`src/pdfsu_pkg.sv`:
```
// Package with the shared types and character constants of the PDF string decoder.
package pdfsu_pkg;

  // Parser mode; the unused code acts as closed.
  typedef enum logic [1:0] {
    MODE_CLOSED = 2'd0,
    MODE_LIT    = 2'd1,
    MODE_HEX    = 2'd2
  } mode_e;

  // Escape progress inside a literal string; unused codes act as no escape.
  typedef enum logic [2:0] {
    ESC_NONE = 3'd0,
    ESC_BSL  = 3'd1,
    ESC_CR   = 3'd2,
    ESC_OCT1 = 3'd3,
    ESC_OCT2 = 3'd4
  } esc_e;

  typedef enum logic [0:0] {
    KIND_DATA = 1'b0,
    KIND_END  = 1'b1
  } kind_e;

  localparam int unsigned MaxRes = 3;
  localparam int unsigned QueueDepth = 2;

  typedef struct packed {
    kind_e      kind;
    logic [7:0] value;
  } result_t;

  // All results caused by one input word, lowest index first.
  typedef struct packed {
    logic [1:0]             cnt;
    result_t [MaxRes-1:0]   res;
  } bundle_t;

  localparam logic [7:0] CH_LPAREN = 8'h28;
  localparam logic [7:0] CH_RPAREN = 8'h29;
  localparam logic [7:0] CH_BSL    = 8'h5C;
  localparam logic [7:0] CH_GT     = 8'h3E;
  localparam logic [7:0] CH_ZERO   = 8'h30;
  localparam logic [7:0] CH_SEVEN  = 8'h37;
  localparam logic [7:0] CH_NINE   = 8'h39;
  localparam logic [7:0] CH_UA     = 8'h41;
  localparam logic [7:0] CH_UF     = 8'h46;
  localparam logic [7:0] CH_LA     = 8'h61;
  localparam logic [7:0] CH_LF_    = 8'h66;
  localparam logic [7:0] CH_N      = 8'h6E;
  localparam logic [7:0] CH_R      = 8'h72;
  localparam logic [7:0] CH_T      = 8'h74;
  localparam logic [7:0] CH_B      = 8'h62;
  localparam logic [7:0] CH_SPACE  = 8'h20;
  localparam logic [7:0] CH_TAB    = 8'h09;
  localparam logic [7:0] CH_LF     = 8'h0A;
  localparam logic [7:0] CH_CR     = 8'h0D;
  localparam logic [7:0] CH_BS     = 8'h08;
  localparam logic [7:0] CH_FF     = 8'h0C;

endpackage

```
`src/pdfsu_front.sv`:
```
// Front end: holds the parser state and turns each byte into a bundle of results.
module pdfsu_front #(
  parameter int unsigned DEPTH_BITS = 8
) (
  input  logic                clk_i,
  input  logic                rst_ni,
  input  logic                accept_i,
  input  logic [7:0]          data_byte_i,
  input  logic                func_i,
  input  logic                first_i,
  input  logic                last_i,
  output logic                push_o,
  output pdfsu_pkg::bundle_t  bundle_o
);

  pdfsu_pkg::mode_e        mode_q, mode_d;
  logic [DEPTH_BITS-1:0]   depth_q, depth_d;
  pdfsu_pkg::esc_e         esc_q, esc_d;
  logic [7:0]              oct_q, oct_d;
  logic [3:0]              hi_q, hi_d;
  logic                    pend_q, pend_d;

  function automatic logic [3:0] hex_value(input logic [7:0] c);
    logic [7:0] t;
    begin
      t = 8'h00;
      if (c inside {[pdfsu_pkg::CH_ZERO:pdfsu_pkg::CH_NINE]}) begin
        t = c - pdfsu_pkg::CH_ZERO;
      end else if (c inside {[pdfsu_pkg::CH_UA:pdfsu_pkg::CH_UF]}) begin
        t = c - pdfsu_pkg::CH_UA + 8'd10;
      end else if (c inside {[pdfsu_pkg::CH_LA:pdfsu_pkg::CH_LF_]}) begin
        t = c - pdfsu_pkg::CH_LA + 8'd10;
      end
      return t[3:0];
    end
  endfunction

  always_comb begin
    logic [1:0]         n;
    logic               do_plain;
    logic [7:0]         c;
    pdfsu_pkg::bundle_t b;

    c        = data_byte_i;
    n        = 2'd0;
    do_plain = 1'b0;
    b        = '0;
    mode_d   = mode_q;
    depth_d  = depth_q;
    esc_d    = esc_q;
    oct_d    = oct_q;
    hi_d     = hi_q;
    pend_d   = pend_q;

    if (first_i) begin
      esc_d  = pdfsu_pkg::ESC_NONE;
      oct_d  = 8'h00;
      hi_d   = 4'h0;
      pend_d = 1'b0;
      if (func_i) begin
        mode_d  = pdfsu_pkg::MODE_HEX;
        depth_d = '0;
      end else begin
        mode_d  = pdfsu_pkg::MODE_LIT;
        depth_d = DEPTH_BITS'(1);
      end
    end

    if (mode_d == pdfsu_pkg::MODE_LIT) begin
      case (esc_d)
        pdfsu_pkg::ESC_BSL: begin
          esc_d = pdfsu_pkg::ESC_NONE;
          case (c)
            pdfsu_pkg::CH_N: begin
              b.res[n] = '{kind: pdfsu_pkg::KIND_DATA, value: pdfsu_pkg::CH_LF}; n = n + 2'd1;
            end
            pdfsu_pkg::CH_R: begin
              b.res[n] = '{kind: pdfsu_pkg::KIND_DATA, value: pdfsu_pkg::CH_CR}; n = n + 2'd1;
            end
            pdfsu_pkg::CH_T: begin
              b.res[n] = '{kind: pdfsu_pkg::KIND_DATA, value: pdfsu_pkg::CH_TAB}; n = n + 2'd1;
            end
            pdfsu_pkg::CH_B: begin
              b.res[n] = '{kind: pdfsu_pkg::KIND_DATA, value: pdfsu_pkg::CH_BS}; n = n + 2'd1;
            end
            pdfsu_pkg::CH_LF_: begin
              b.res[n] = '{kind: pdfsu_pkg::KIND_DATA, value: pdfsu_pkg::CH_FF}; n = n + 2'd1;
            end
            pdfsu_pkg::CH_LF: begin
            end
            pdfsu_pkg::CH_CR: begin
              esc_d = pdfsu_pkg::ESC_CR;
            end
            default: begin
              if (c inside {[pdfsu_pkg::CH_ZERO:pdfsu_pkg::CH_SEVEN]}) begin
                oct_d = {5'b0, c[2:0]};
                esc_d = pdfsu_pkg::ESC_OCT1;
              end else begin
                b.res[n] = '{kind: pdfsu_pkg::KIND_DATA, value: c}; n = n + 2'd1;
              end
            end
          endcase
        end
        pdfsu_pkg::ESC_CR: begin
          esc_d    = pdfsu_pkg::ESC_NONE;
          do_plain = (c != pdfsu_pkg::CH_LF);
        end
        pdfsu_pkg::ESC_OCT1, pdfsu_pkg::ESC_OCT2: begin
          if (c inside {[pdfsu_pkg::CH_ZERO:pdfsu_pkg::CH_SEVEN]}) begin
            oct_d = {oct_d[4:0], c[2:0]};
            if (esc_d == pdfsu_pkg::ESC_OCT1) begin
              esc_d = pdfsu_pkg::ESC_OCT2;
            end else begin
              esc_d = pdfsu_pkg::ESC_NONE;
              b.res[n] = '{kind: pdfsu_pkg::KIND_DATA, value: oct_d}; n = n + 2'd1;
            end
          end else begin
            esc_d    = pdfsu_pkg::ESC_NONE;
            b.res[n] = '{kind: pdfsu_pkg::KIND_DATA, value: oct_d}; n = n + 2'd1;
            do_plain = 1'b1;
          end
        end
        default: begin
          esc_d    = pdfsu_pkg::ESC_NONE;
          do_plain = 1'b1;
        end
      endcase

      // Ordinary literal byte: backslash, nesting parens or plain data.
      if (do_plain) begin
        if (c == pdfsu_pkg::CH_BSL) begin
          esc_d = pdfsu_pkg::ESC_BSL;
        end else if (c == pdfsu_pkg::CH_LPAREN) begin
          if (depth_d != '1) depth_d = depth_d + DEPTH_BITS'(1);
          b.res[n] = '{kind: pdfsu_pkg::KIND_DATA, value: c}; n = n + 2'd1;
        end else if (c == pdfsu_pkg::CH_RPAREN) begin
          if (depth_d != '0) depth_d = depth_d - DEPTH_BITS'(1);
          if (depth_d != '0) begin
            b.res[n] = '{kind: pdfsu_pkg::KIND_DATA, value: c}; n = n + 2'd1;
          end else begin
            b.res[n] = '{kind: pdfsu_pkg::KIND_END, value: 8'h00}; n = n + 2'd1;
            mode_d = pdfsu_pkg::MODE_CLOSED;
            depth_d = '0;
            esc_d  = pdfsu_pkg::ESC_NONE;
            oct_d  = 8'h00;
            hi_d   = 4'h0;
            pend_d = 1'b0;
          end
        end else begin
          b.res[n] = '{kind: pdfsu_pkg::KIND_DATA, value: c}; n = n + 2'd1;
        end
      end
    end else if (mode_d == pdfsu_pkg::MODE_HEX) begin
      if (c == pdfsu_pkg::CH_GT) begin
        if (pend_d) begin
          b.res[n] = '{kind: pdfsu_pkg::KIND_DATA, value: {hi_d, 4'h0}}; n = n + 2'd1;
        end
        b.res[n] = '{kind: pdfsu_pkg::KIND_END, value: 8'h00}; n = n + 2'd1;
        mode_d  = pdfsu_pkg::MODE_CLOSED;
        depth_d = '0;
        esc_d   = pdfsu_pkg::ESC_NONE;
        oct_d   = 8'h00;
        hi_d    = 4'h0;
        pend_d  = 1'b0;
      end else if (c == pdfsu_pkg::CH_SPACE || c == pdfsu_pkg::CH_TAB ||
                   c == pdfsu_pkg::CH_CR || c == pdfsu_pkg::CH_LF) begin
        // Whitespace is skipped, also between the two digits of a pair.
      end else if (pend_d) begin
        b.res[n] = '{kind: pdfsu_pkg::KIND_DATA, value: {hi_d, hex_value(c)}}; n = n + 2'd1;
        pend_d = 1'b0;
        hi_d   = 4'h0;
      end else begin
        hi_d   = hex_value(c);
        pend_d = 1'b1;
      end
    end

    // The last byte flushes held values and closes an open string.
    if (last_i && (mode_d == pdfsu_pkg::MODE_LIT || mode_d == pdfsu_pkg::MODE_HEX)) begin
      if (mode_d == pdfsu_pkg::MODE_LIT) begin
        if (esc_d == pdfsu_pkg::ESC_OCT1 || esc_d == pdfsu_pkg::ESC_OCT2) begin
          b.res[n] = '{kind: pdfsu_pkg::KIND_DATA, value: oct_d}; n = n + 2'd1;
        end
      end else if (pend_d) begin
        b.res[n] = '{kind: pdfsu_pkg::KIND_DATA, value: {hi_d, 4'h0}}; n = n + 2'd1;
      end
      b.res[n] = '{kind: pdfsu_pkg::KIND_END, value: 8'h00}; n = n + 2'd1;
      mode_d  = pdfsu_pkg::MODE_CLOSED;
      depth_d = '0;
      esc_d   = pdfsu_pkg::ESC_NONE;
      oct_d   = 8'h00;
      hi_d    = 4'h0;
      pend_d  = 1'b0;
    end

    b.cnt    = n;
    bundle_o = b;
    push_o   = accept_i && (n != 2'd0);
  end

  always_ff @(posedge clk_i or negedge rst_ni) begin
    if (!rst_ni) begin
      mode_q  <= pdfsu_pkg::MODE_CLOSED;
      depth_q <= '0;
      esc_q   <= pdfsu_pkg::ESC_NONE;
      oct_q   <= 8'h00;
      hi_q    <= 4'h0;
      pend_q  <= 1'b0;
    end else if (accept_i) begin
      mode_q  <= mode_d;
      depth_q <= depth_d;
      esc_q   <= esc_d;
      oct_q   <= oct_d;
      hi_q    <= hi_d;
      pend_q  <= pend_d;
    end
  end

endmodule

```
`src/pdfsu_queue.sv`:
```
// Two-entry queue of result bundles between the front and back ends.
module pdfsu_queue (
  input  logic                clk_i,
  input  logic                rst_ni,
  input  logic                push_i,
  input  pdfsu_pkg::bundle_t  push_data_i,
  output logic                full_o,
  input  logic                pop_i,
  output logic                not_empty_o,
  output pdfsu_pkg::bundle_t  pop_data_o
);

  localparam int unsigned PtrW = $clog2(pdfsu_pkg::QueueDepth);

  pdfsu_pkg::bundle_t   slot_q [pdfsu_pkg::QueueDepth];
  logic [PtrW-1:0]      wr_ptr_q, wr_ptr_d;
  logic [PtrW-1:0]      rd_ptr_q, rd_ptr_d;
  logic [PtrW:0]        cnt_q, cnt_d;

  assign full_o      = (cnt_q == (PtrW+1)'(pdfsu_pkg::QueueDepth));
  assign not_empty_o = (cnt_q != '0);
  assign pop_data_o  = slot_q[rd_ptr_q];

  always_comb begin
    wr_ptr_d = wr_ptr_q;
    rd_ptr_d = rd_ptr_q;
    cnt_d    = cnt_q;
    if (push_i) begin
      wr_ptr_d = wr_ptr_q + PtrW'(1);
    end
    if (pop_i) begin
      rd_ptr_d = rd_ptr_q + PtrW'(1);
    end
    if (push_i && !pop_i) begin
      cnt_d = cnt_q + (PtrW+1)'(1);
    end else if (pop_i && !push_i) begin
      cnt_d = cnt_q - (PtrW+1)'(1);
    end
  end

  always_ff @(posedge clk_i) begin
    if (push_i) begin
      slot_q[wr_ptr_q] <= push_data_i;
    end
  end

  always_ff @(posedge clk_i or negedge rst_ni) begin
    if (!rst_ni) begin
      wr_ptr_q <= '0;
      rd_ptr_q <= '0;
      cnt_q    <= '0;
    end else begin
      wr_ptr_q <= wr_ptr_d;
      rd_ptr_q <= rd_ptr_d;
      cnt_q    <= cnt_d;
    end
  end

endmodule

```
`src/pdfsu_back.sv`:
```
// Back end: holds one bundle and hands out its results one word at a time.
module pdfsu_back (
  input  logic                clk_i,
  input  logic                rst_ni,
  input  logic                avail_i,
  input  pdfsu_pkg::bundle_t  bundle_i,
  output logic                pop_o,
  output logic                out_valid_o,
  input  logic                out_ready_i,
  output pdfsu_pkg::result_t  out_res_o,
  output logic                out_last_o
);

  pdfsu_pkg::bundle_t  cur_q, cur_d;
  logic [1:0]          idx_q, idx_d;
  logic                valid_q, valid_d;
  logic                take;
  logic                load;

  assign out_valid_o = valid_q;
  assign out_res_o   = cur_q.res[idx_q];
  assign out_last_o  = (idx_q == cur_q.cnt - 2'd1);

  assign take  = valid_q && out_ready_i;
  assign load  = !valid_q || (take && out_last_o);
  assign pop_o = load && avail_i;

  always_comb begin
    cur_d   = cur_q;
    idx_d   = idx_q;
    valid_d = valid_q;
    if (load) begin
      valid_d = avail_i;
      cur_d   = bundle_i;
      idx_d   = 2'd0;
    end else if (take) begin
      idx_d = idx_q + 2'd1;
    end
  end

  always_ff @(posedge clk_i) begin
    cur_q <= cur_d;
  end

  always_ff @(posedge clk_i or negedge rst_ni) begin
    if (!rst_ni) begin
      valid_q <= 1'b0;
      idx_q   <= 2'd0;
    end else begin
      valid_q <= valid_d;
      idx_q   <= idx_d;
    end
  end

endmodule

```
`src/pdf_string_unescape_decoder.sv`:
```
// Top level of the PDF string body decoder (literal and hex strings).
// Each result word is registered in the bundle queue and then in the back end.
// One input word per cycle while each causes at most one result and the output does not
// stall; a word with several results holds the single output port until all are taken.
// The two-entry bundle queue lets the front keep taking words while the output stalls.
// Reset: rst_ni clears the parser to closed and empties the queue and output stage.
module pdf_string_unescape_decoder #(
  parameter int unsigned DEPTH_BITS = 8
) (
  input  logic        clk_i,
  input  logic        rst_ni,
  input  logic        s_axis_tvalid_i,
  output logic        s_axis_tready_o,
  input  logic [7:0]  s_axis_tdata_i,   // [7:0] data_byte
  input  logic [1:0]  s_axis_tuser_i,   // [0] func, [1] first
  input  logic        s_axis_tlast_i,   // last
  output logic        m_axis_tvalid_o,
  input  logic        m_axis_tready_i,
  output logic [7:0]  m_axis_tdata_o,   // [7:0] out_value
  output logic        m_axis_tuser_o,   // [0] kind
  output logic        m_axis_tlast_o    // run_last
);

  logic                accept;
  logic                push;
  logic                full;
  logic                pop;
  logic                not_empty;
  pdfsu_pkg::bundle_t  push_bundle;
  pdfsu_pkg::bundle_t  head_bundle;
  pdfsu_pkg::result_t  out_res;

  // The front takes a word whenever the queue has room; a word that yields no
  // result (a skipped byte) is taken and simply pushes nothing.
  assign s_axis_tready_o = !full;
  assign accept          = s_axis_tvalid_i && !full;

  pdfsu_front #(
    .DEPTH_BITS(DEPTH_BITS)
  ) u_front (
    .clk_i      (clk_i),
    .rst_ni     (rst_ni),
    .accept_i   (accept),
    .data_byte_i(s_axis_tdata_i),
    .func_i     (s_axis_tuser_i[0]),
    .first_i    (s_axis_tuser_i[1]),
    .last_i     (s_axis_tlast_i),
    .push_o     (push),
    .bundle_o   (push_bundle)
  );

  pdfsu_queue u_queue (
    .clk_i      (clk_i),
    .rst_ni     (rst_ni),
    .push_i     (push),
    .push_data_i(push_bundle),
    .full_o     (full),
    .pop_i      (pop),
    .not_empty_o(not_empty),
    .pop_data_o (head_bundle)
  );

  // The back end holds the bundle being sent and steps through its results.
  pdfsu_back u_back (
    .clk_i      (clk_i),
    .rst_ni     (rst_ni),
    .avail_i    (not_empty),
    .bundle_i   (head_bundle),
    .pop_o      (pop),
    .out_valid_o(m_axis_tvalid_o),
    .out_ready_i(m_axis_tready_i),
    .out_res_o  (out_res),
    .out_last_o (m_axis_tlast_o)
  );

  assign m_axis_tdata_o = out_res.value;
  assign m_axis_tuser_o = out_res.kind;

endmodule

```
`config.mk`:
```
export PLATFORM = sky130hd
export DESIGN_NAME = pdf_string_unescape_decoder
export DESIGN_NICKNAME = d
export VERILOG_FILES = /design/src/pdfsu_pkg.sv /design/src/pdfsu_front.sv /design/src/pdfsu_queue.sv /design/src/pdfsu_back.sv /design/src/pdf_string_unescape_decoder.sv
export SDC_FILE = /design/constraint.sdc
export NUM_CORES = 1
export LEC_CHECK = 0
export BUFFER_PORTS_ARGS = -buffer_cell sky130_fd_sc_hd__buf_2
export CAP_MARGIN = 20
export CORE_MARGIN = 2
export CORE_UTILIZATION = 50
export CTS_CLUSTER_SIZE = 10
export DETAILED_ROUTE_END_ITERATION = 7
export PLACE_DENSITY = 0.67
export SLEW_MARGIN = 20
export SYNTH_ARGS = -nofsm -noshare
export SYNTH_HDL_FRONTEND = slang
export SYNTH_SLANG_ARGS = --single-unit
export TNS_END_PERCENT = 10
```
`constraint.sdc`:
```
create_clock -name clk_i -period 7.4 [get_ports clk_i]
set_input_delay 0.74 -clock clk_i [delete_from_list [all_inputs] [get_ports clk_i]]
set_output_delay 0.74 -clock clk_i [all_outputs]
set_load 0.01 [all_outputs]
```
After elaboration in Yosys (flattened, before gate mapping)
Memories as Yosys holds them, arrays and structs flattened. A register that Yosys moved wholly into a read port is not among the register bits.
Index checks and enable logic that the tools add are counted.
{"block": "totals", "reg_bits": 33, "inputBits": 15, "out_inout_bits": 12, "ram_bits": 58, "mem_count": 1}
{"memory": "u_queue.slot_q", "words": 2, "width": 29, "read_ports": 1, "rd_ports_with_merged_regs": 1, "write_ports": 1, "line_no": "pdfsu_queue.sv:15", "text": "pdfsu_pkg::bundle_t slot_q [pdfsu_pkg::QueueDepth];"}
{"block": "op_classes", "reduce_logical": 37, "eq_ne": 27, "n_lt_le_gt_ge": 16, "mux": 154, "n_addsub": 17, "bitwise": 9}
{"operator": "two-way mux 27 bit", "count": 12}
{"operator": "two-way mux 8 bit", "count": 35}
{"operator": "two-way mux 9 bit", "count": 11}
{"operator": "bitwise mux 27 bit", "count": 3}
{"operator": "demux 9 bit (select 2 bit)", "count": 4}
{"operator": "NOT 24 bit", "count": 3}
{"operator": "two-way mux 2 bit", "count": 30}
{"operator": "two-way mux 4 bit", "count": 15}
{"operator": "case mux 9 bit (6 select lines)", "count": 1}
{"operator": "bitwise AND 8 x 24 -> 24 bit", "count": 2}
{"operator": "== test 8 x 7 -> 1 bit, second input constant", "count": 6}
{"operator": "two-way mux 3 bit", "count": 12}
{"operator": "== test 8 x 6 -> 1 bit, second input constant", "count": 4}
{"operator": "bitwise AND 24 bit", "count": 1}
{"operator": "== test 8 x 4 -> 1 bit, second input constant", "count": 3}
{"operator": "two-way mux 1 bit", "count": 22}
{"operator": "binary-select mux 9 bit (select 2 bit)", "count": 1}
{"operator": "two-way mux 18 bit", "count": 1}
{"operator": "case mux 9 bit (2 select lines)", "count": 1}
{"operator": "greater-or-equal comparator 8 x 7 -> 1 bit, second input constant", "count": 2}
{"operator": "<= comparator 8 x 6 -> 1 bit, second input constant", "count": 2}
{"operator": "<= comparator 8 x 7 -> 1 bit, second input constant", "count": 2}
{"operator": "logical AND 1 bit", "count": 16}
{"operator": "case mux 8 bit (2 select lines)", "count": 1}
{"operator": "31 further kinds", "count": 70}

Longest topological paths before layout
Gate-level depths: netlist (run 1).
{"block": "depth", "depth_word": 29, "ltp_mapped": 31}

Cells and area by module
From an unflattened synthesis (run 1), not the netlist that was laid out.
{"block": "unflattened", "hier_cells": 761, "hier_area_um2": 7882.6}
{"mod": "pdfsu_front", "instances": 1, "cells_each": 568, "seq_area_each_um2": 650.6, "area_per_inst_um2": 4192.8}
{"mod": "pdfsu_queue", "instances": 1, "cells_each": 106, "seq_area_each_um2": 1841.8, "area_per_inst_um2": 2399.8}
{"mod": "pdfsu_back", "instances": 1, "cells_each": 85, "seq_area_each_um2": 945.9, "area_per_inst_um2": 1280.0}
{"mod": "pdf_string_unescape_decoder", "instances": 1, "cells_each": 2, "seq_area_each_um2": 0.0, "area_per_inst_um2": 10.0}

Worst setup path before layout (run 1)
No wires, ideal clock.
{"block": "synth_path", "kind": "in2reg", "start": "input s_axis_tuser_i[1]", "end": "memory u_queue.slot_q[0][0] (netlist name) (enable)", "arrival_time_ps": 6461, "path_stages": 27, "setup_slack_ps": 521, "setup_time_ps": 418, "cell_sequence": "buf_6 buf_6 inv_2 a21oi_1 ha_1 or3b_2 a21oi_1 nor3b_4 nand4_4 nor3_2 o32ai_1 ha_1 clkbuf_1 inv_1 a211o_1 mux2i_4 a21o_1 nor2_1 a21o_1 ha_1 nor2_1 a41o_1 a41oi_1 inv_1 nor2_1 a211oi_4 nor2b_1"}
{"item": "from (decl)", "line_no": "pdf_string_unescape_decoder.sv:15", "text": "input logic [1:0] s_axis_tuser_i,"}
{"item": "to (decl)", "line_no": "pdfsu_queue.sv:15"}

==> metrics.cfg, run 1 <==
[clock_tree]
clock_latency_ns=0.42
numCtsBuffers=17
clk_transition_reported_paths_ns=0.07
clockBufferDepth=2
cts_hold_buffers=0
root_buffer=clkbuf_16
clock_sinks=120
cts_tree=yes
postCtsSetupRepairBufs=0
post_cts_resized=0
htreeDepth=4

[yosys]
syn-instance-count=739
syn-cell-area_um2=7640
yosysWarnings=0
synth-main-ff-cell=edfxtp_1
ys_seq_area_share_pct=45.0
synth_edf_count=87
ys_async_sr_fraction_pct=27.5
synth_seq_cells=120
synth.distinct_cells=93
syn_nets=772
avgSynthCellArea_um2=10.3

[drt]
drt-pass1-iter-count=5
drc=0
antenna_left=0
routedWlPerCell_um=22.7
vias=6254
wirelength_mm=21.6
viasPerCell=6.57
drt_iter0_drc=654

[status]
status=finished clean

[place]
io_buffers=26
dpl.hpwl_mm=15.7
gp_congestion=0.986
dp_slack_ns=0.405

[grt]
grt_pass1_vias=5967
grt_first_pass_wirelength_mm=33.6
overflow=0
grt_max_degree=38
grt_antenna_before_repair=0
grt_use_total_pct=27.0

[critical_path]
slowest_stage=ha_1
rr_startpoint=u_front.depth_q[0]
crit_arrival_ns=6.78
crit_type=in2reg
cp_num_buf_inv=4
cp-startpoint=s_axis_tuser_i[1]
start_kind=input port
cp_top_family=simple AND/OR/NAND/NOR gates
critPathRequiredTime_ns=7.48
rrSetupSlack_ns=0.74
end_kind=register
slowest_delay_ns=0.43
cp_max_fo=23

[sta]
worst_pin_slew_ns=0.943
hold_viol=0
tns_ns=0
max_clock_freq_mhz=149
period_share_pct=90.5
slew_violations=0
fin_crit_ns=6.70
clock_skew_ns=0.0208
timing.final.ws_setup_ns=0.701
rsz0062_at_grt=false
slew_headroom_pct=37.0
finalSetupViolCount=0

[die]
dieArea_um2=16300
num_rows=45
initial_core_util_pct=50.6
die_x_um=128
io_pins=27
die_h_um=128
core-area_um2=15100

[pwr]
ir_worst_vdd_mv=0.200
power_density_nw_per_um2=323
p_leak_nw=3.04

[run]
drv_cap=0

[final_layout]
nets=784
final_util_pct=56.3
syn_to_final_growth_pct=11.3
drive_gt1_share_pct=17.8
antenna_cells_inserted=0

[hold_path]
hold_path_class=in2async

-- state kept, by name, summed over array words and instances (netlist names) --
signal / count
u_front.mode_q: 2
u_front.pend_q: 1
u_queue.rd_ptr_q: 1
u_front.esc_q: 3
u_queue.wr_ptr_q: 1
u_back.idx_q: 2
u_back.cur_q: 29
u_front.hi_q: 4
u_back.out_valid_o: 1
u_front.oct_q: 8
u_queue.slot_q: 58
u_front.depth_q: 8
u_queue.cnt_q: 2
-- cell type report --
cell class                 count  area (um^2)
fill                        1267         6590
multi-input combinational    557         3930
sequential                   120         3440
clock buffer                  18          429
tap                          188          235
clock inverter                14          199
timing repair buffer          35          198
inverter                      20         75.1
-- through the flow --
step | hold slack [ns] | cells | total power, mW | instance area, um^2
2_1_floorplan | 0.444 | 739 | 1.63 | 7640
3_3_place_gp | 0.473 | 920 | 1.86 | 7870
3_5_place_dp | 0.473 | 920 | 1.88 | 7870
4_1_cts | 0.446 | 952 | 2.76 | 8500
5_1_grt | 0.494 | 952 | 2.88 | 8500
6_report | 0.444 | 952 | 2.75 | 8500
-- synth_stat cells (15+ instances only) --
master    instances  area share (%)
dfrtp_1          33              11
nor2_1           41             2.0
edfxtp_1         87              34
nand2_1          84             4.1
nand3_1          21             1.4
clkbuf_1         27             1.3
inv_1            19            0.93
a21oi_1          36             2.4
mux2i_1          15             2.0
ha_1             18             2.9
nor2b_1          16             1.3
mux2_2           31             4.6
o21ai_0          33             2.2
-- kinds of logic (layout without fill, tap and decap cells) --
kind of cell | count (synthesis) | in the layout | share of synthesized area, %
AOI/OAI and AO/OA | 217 | 217 | 20.9
xor gates and xnor gates | 10 | 10 | 1.15
adders and majority gates | 18 | 18 | 2.95
buffers and inverters | 62 | 87 | 3.70
DFF | 120 | 120 | 45.0
muxes | 48 | 48 | 7.01
and+or+nand+nor | 264 | 264 | 19.3
-- report_power, final --
group,total (mW),internal (mW),switching (mW)
sequential,1.01,0.933,0.0823
clock,0.877,0.567,0.311
combinational,0.856,0.321,0.535
total,2.75,1.82,0.928
-- path summary, 6_finish.rpt --
kind,depth (start not counted),end
min in group clk_i,2,u_front.pend_q
max in group asynchronous,1,u_queue.wr_ptr_q
setup reg to reg,24,u_queue.slot_q[0][23]
hold reg to reg,2,u_front.pend_q
setup / recovery,26,u_queue.slot_q[0][23]
hold / removal,1,u_front.esc_q[0]
-- routing by layer --
layer	vias to the layer above	global-route usage (%)	wire length, um
li1	2870	-	-
met1	3033	37.2	9550
met2	304	42.6	9880
met3	47	5.19	1550
met4	0	10.1	592
met5	-	0	0
-- placed cells by master, fill, tap and decap left out, types with 5 or more instances in the layout --
cell type	Yosys	layout
edfxtp_1	87	87
nand2_1	84	84
nor2_1	41	41
a21oi_1	36	36
o21ai_0	33	33
dfrtp_1	33	33
mux2_2	31	31
buf_2	4	26
nand3_1	21	21
inv_1	19	19
ha_1	18	18
clkbuf_16	0	17
nor2b_1	16	15
mux2i_1	15	15
and2_1	14	14
a31oi_1	14	14
nor3_1	14	14
a22o_1	13	13
o22ai_1	12	12
nand2b_1	10	10
o211ai_1	9	9
a22oi_1	9	9
buf_4	4	9
and3_1	8	8
a211oi_1	8	8
a21o_1	7	7
o31ai_1	7	7
nand3b_1	6	6
or3_1	6	6
xnor2_1	6	6
nor3b_1	6	5
nand4_1	5	5
a32oi_1	5	5
Note: power is estimated with default switching activity, not from simulation.
==> inputs of run 2 (changes only) <==
CORE_MARGIN = 4   (was 2)
==> metrics.cfg, run 2 (synthesis gave the netlist of run 1 again) <==
[status]
status=finished clean  ; unchanged

[clock_tree]
cts_tree=yes  ; unchanged
htreeDepth=4  ; unchanged
root_buffer=clkbuf_16  ; unchanged
clockBufferDepth=2  ; unchanged
clk_transition_reported_paths_ns=0.05  ; was 0.07 ns
post_cts_resized=0  ; unchanged
clock_latency_ns=0.42  ; about the same
numCtsBuffers=17  ; unchanged
postCtsSetupRepairBufs=0  ; unchanged
cts_hold_buffers=0  ; unchanged
clock_sinks=120  ; unchanged

[die]
num_rows=44  ; was 45
core-area_um2=14800  ; was 15100 um^2
dieArea_um2=17300  ; was 16300 um^2
die_h_um=132  ; was 128 um
initial_core_util_pct=51.8  ; was 50.6%
die_x_um=132  ; was 128 um
io_pins=27  ; unchanged

[sta]
max_clock_freq_mhz=154  ; was 149 MHz
tns_ns=0  ; unchanged
fin_crit_ns=6.48  ; was 6.70 ns
slew_violations=0  ; unchanged
hold_viol=0  ; unchanged
finalSetupViolCount=0  ; unchanged
rsz0062_at_grt=false  ; unchanged
worst_pin_slew_ns=1.06  ; was 0.943 ns
slew_headroom_pct=28.9  ; was 37.0%
clock_skew_ns=0.0194  ; was 0.0208 ns
period_share_pct=87.6  ; was 90.5%

[critical_path]
start_kind=input port  ; unchanged
slowest_stage=a211oi_1  ; was ha_1
slowest_delay_ns=0.44  ; was 0.43 ns
end_kind=register  ; unchanged
crit_type=in2reg  ; unchanged
cp_num_buf_inv=3  ; was 4
critPathRequiredTime_ns=7.52  ; was 7.48 ns
cp_top_family=compound AO/OA/AOI/OAI gates  ; was simple AND/OR/NAND/NOR gates
crit_arrival_ns=6.60  ; was 6.78 ns
cp_max_fo=29  ; was 23
cpMostUsedCell=ha_1

[grt]
grt_first_pass_wirelength_mm=33.0  ; was 33.6 mm
grt_use_total_pct=23.8  ; was 27.0%
overflow=0  ; unchanged
grt_pass1_vias=5916  ; was 5967
grt_max_degree=39  ; was 38
grt_antenna_before_repair=0  ; unchanged

[drt]
drt_iter0_drc=757  ; was 654
antenna_left=0  ; unchanged
wirelength_mm=20.7  ; was 21.6 mm
drt-pass1-iter-count=6  ; was 5
vias=6293  ; was 6254
drc=0  ; unchanged
viasPerCell=6.65  ; was 6.57
routedWlPerCell_um=21.9  ; was 22.7 um

[place]
io_buffers=26  ; unchanged
dpl_cell_area_um2=7860  ; was 7870 um^2
gp_congestion=1.02  ; was 0.986
dpl.hpwl_mm=15.0  ; was 15.7 mm

[pwr]
ir_worst_vdd_mv=0.154  ; was 0.200 mV
p_leak_nw=3.03  ; was 3.04 nW
power_density_nw_per_um2=323  ; about the same

[final_layout]
drive_gt1_share_pct=17.6  ; was 17.8%
top_register=u_queue.slot_q  ; unchanged
reg_top3=u_queue.slot_q x58, u_back.cur_q x29  ; unchanged
nets=783  ; was 784
mostFrequentLayoutCells=edfxtp_1, nand2_1, nor2_1, a21oi_1  ; unchanged
largest_register_ff_count=58  ; unchanged
syn_to_final_growth_pct=11.0  ; was 11.3%
stdcell_area_um2=8480  ; was 8500 um^2
antenna_cells_inserted=0  ; unchanged
layout_commonest_cell=edfxtp_1  ; unchanged

[run]
drv_cap=0  ; unchanged

[hold_path]
hold_path_class=in2async  ; unchanged

run 2: cell count changes in the layout (fill, tap and decap cells not counted), sizes merged:
cell / change
buf: -1
run 2: cell type report:
cell class	instances	area, um^2
Clock inverter	14	199
Multi-Input combinational cell	557	3920
Inverter	20	75.1
Fill cell	1267	6270
Tap cell	184	230
Timing Repair Buffer	34	190
Clock buffer	18	429
Sequential cell	120	3440
run 2: power breakdown:
part	internal (mW)	switching (mW)	total, mW
logic	0.321	0.531	0.852
clock network	0.566	0.304	0.870
registers	0.933	0.0823	1.01
run 2: per-stage QoR:
step                power [mW]  util (%)  setup slack [ns]  instances  hold WS (ns)
global route              2.88      57.5             0.469        947         0.464
CTS                       2.75      57.5              1.05        947         0.426
detailed placement        1.87      53.2             0.661        915         0.486
global placement          1.85      53.2             0.915        915         0.466
floorplan                 1.63         -             0.521        739         0.444
finish                    2.74      57.5             0.918        947         0.400
run 2: layer usage:
layer / part of all wire [%] / GRT usage (%)
met5: 0 / 0
met4: 3.0 / 8.52
met3: 7.5 / 4.82
met2: 46 / 37.2
met1: 43 / 33.1
run 2: final timing paths:
kind / startpoint / end / slack (ns) / cells past startpoint
worst max register to register: u_front.depth_q[0] / u_queue.slot_q[1][9] / 0.92 / 23
worst min-delay path: rst_ni / u_back.idx_q[1] / 0.40 / 1
max in group asynchronous: rst_ni / u_front.oct_q[5] / 6.46 / 1
min in group clk_i: u_front.pend_q / u_front.pend_q / 0.49 / 2
worst max-delay path: s_axis_tuser_i[1] / u_queue.slot_q[1][9] / 0.92 / 25
worst min register to register: u_front.pend_q / u_front.pend_q / 0.49 / 2
run 2: worst register-to-register path: cells and delay by family (launching register included):
kind,cells,cell delay [ns]
flip-flops,1,0.50
adder cells (fa/ha/maj),3,1.03
buffers and inverters,2,0.51
AO/OA/AOI/OAI,11,2.63
multiplexers,1,0.11
AND/OR/NAND/NOR,6,1.39
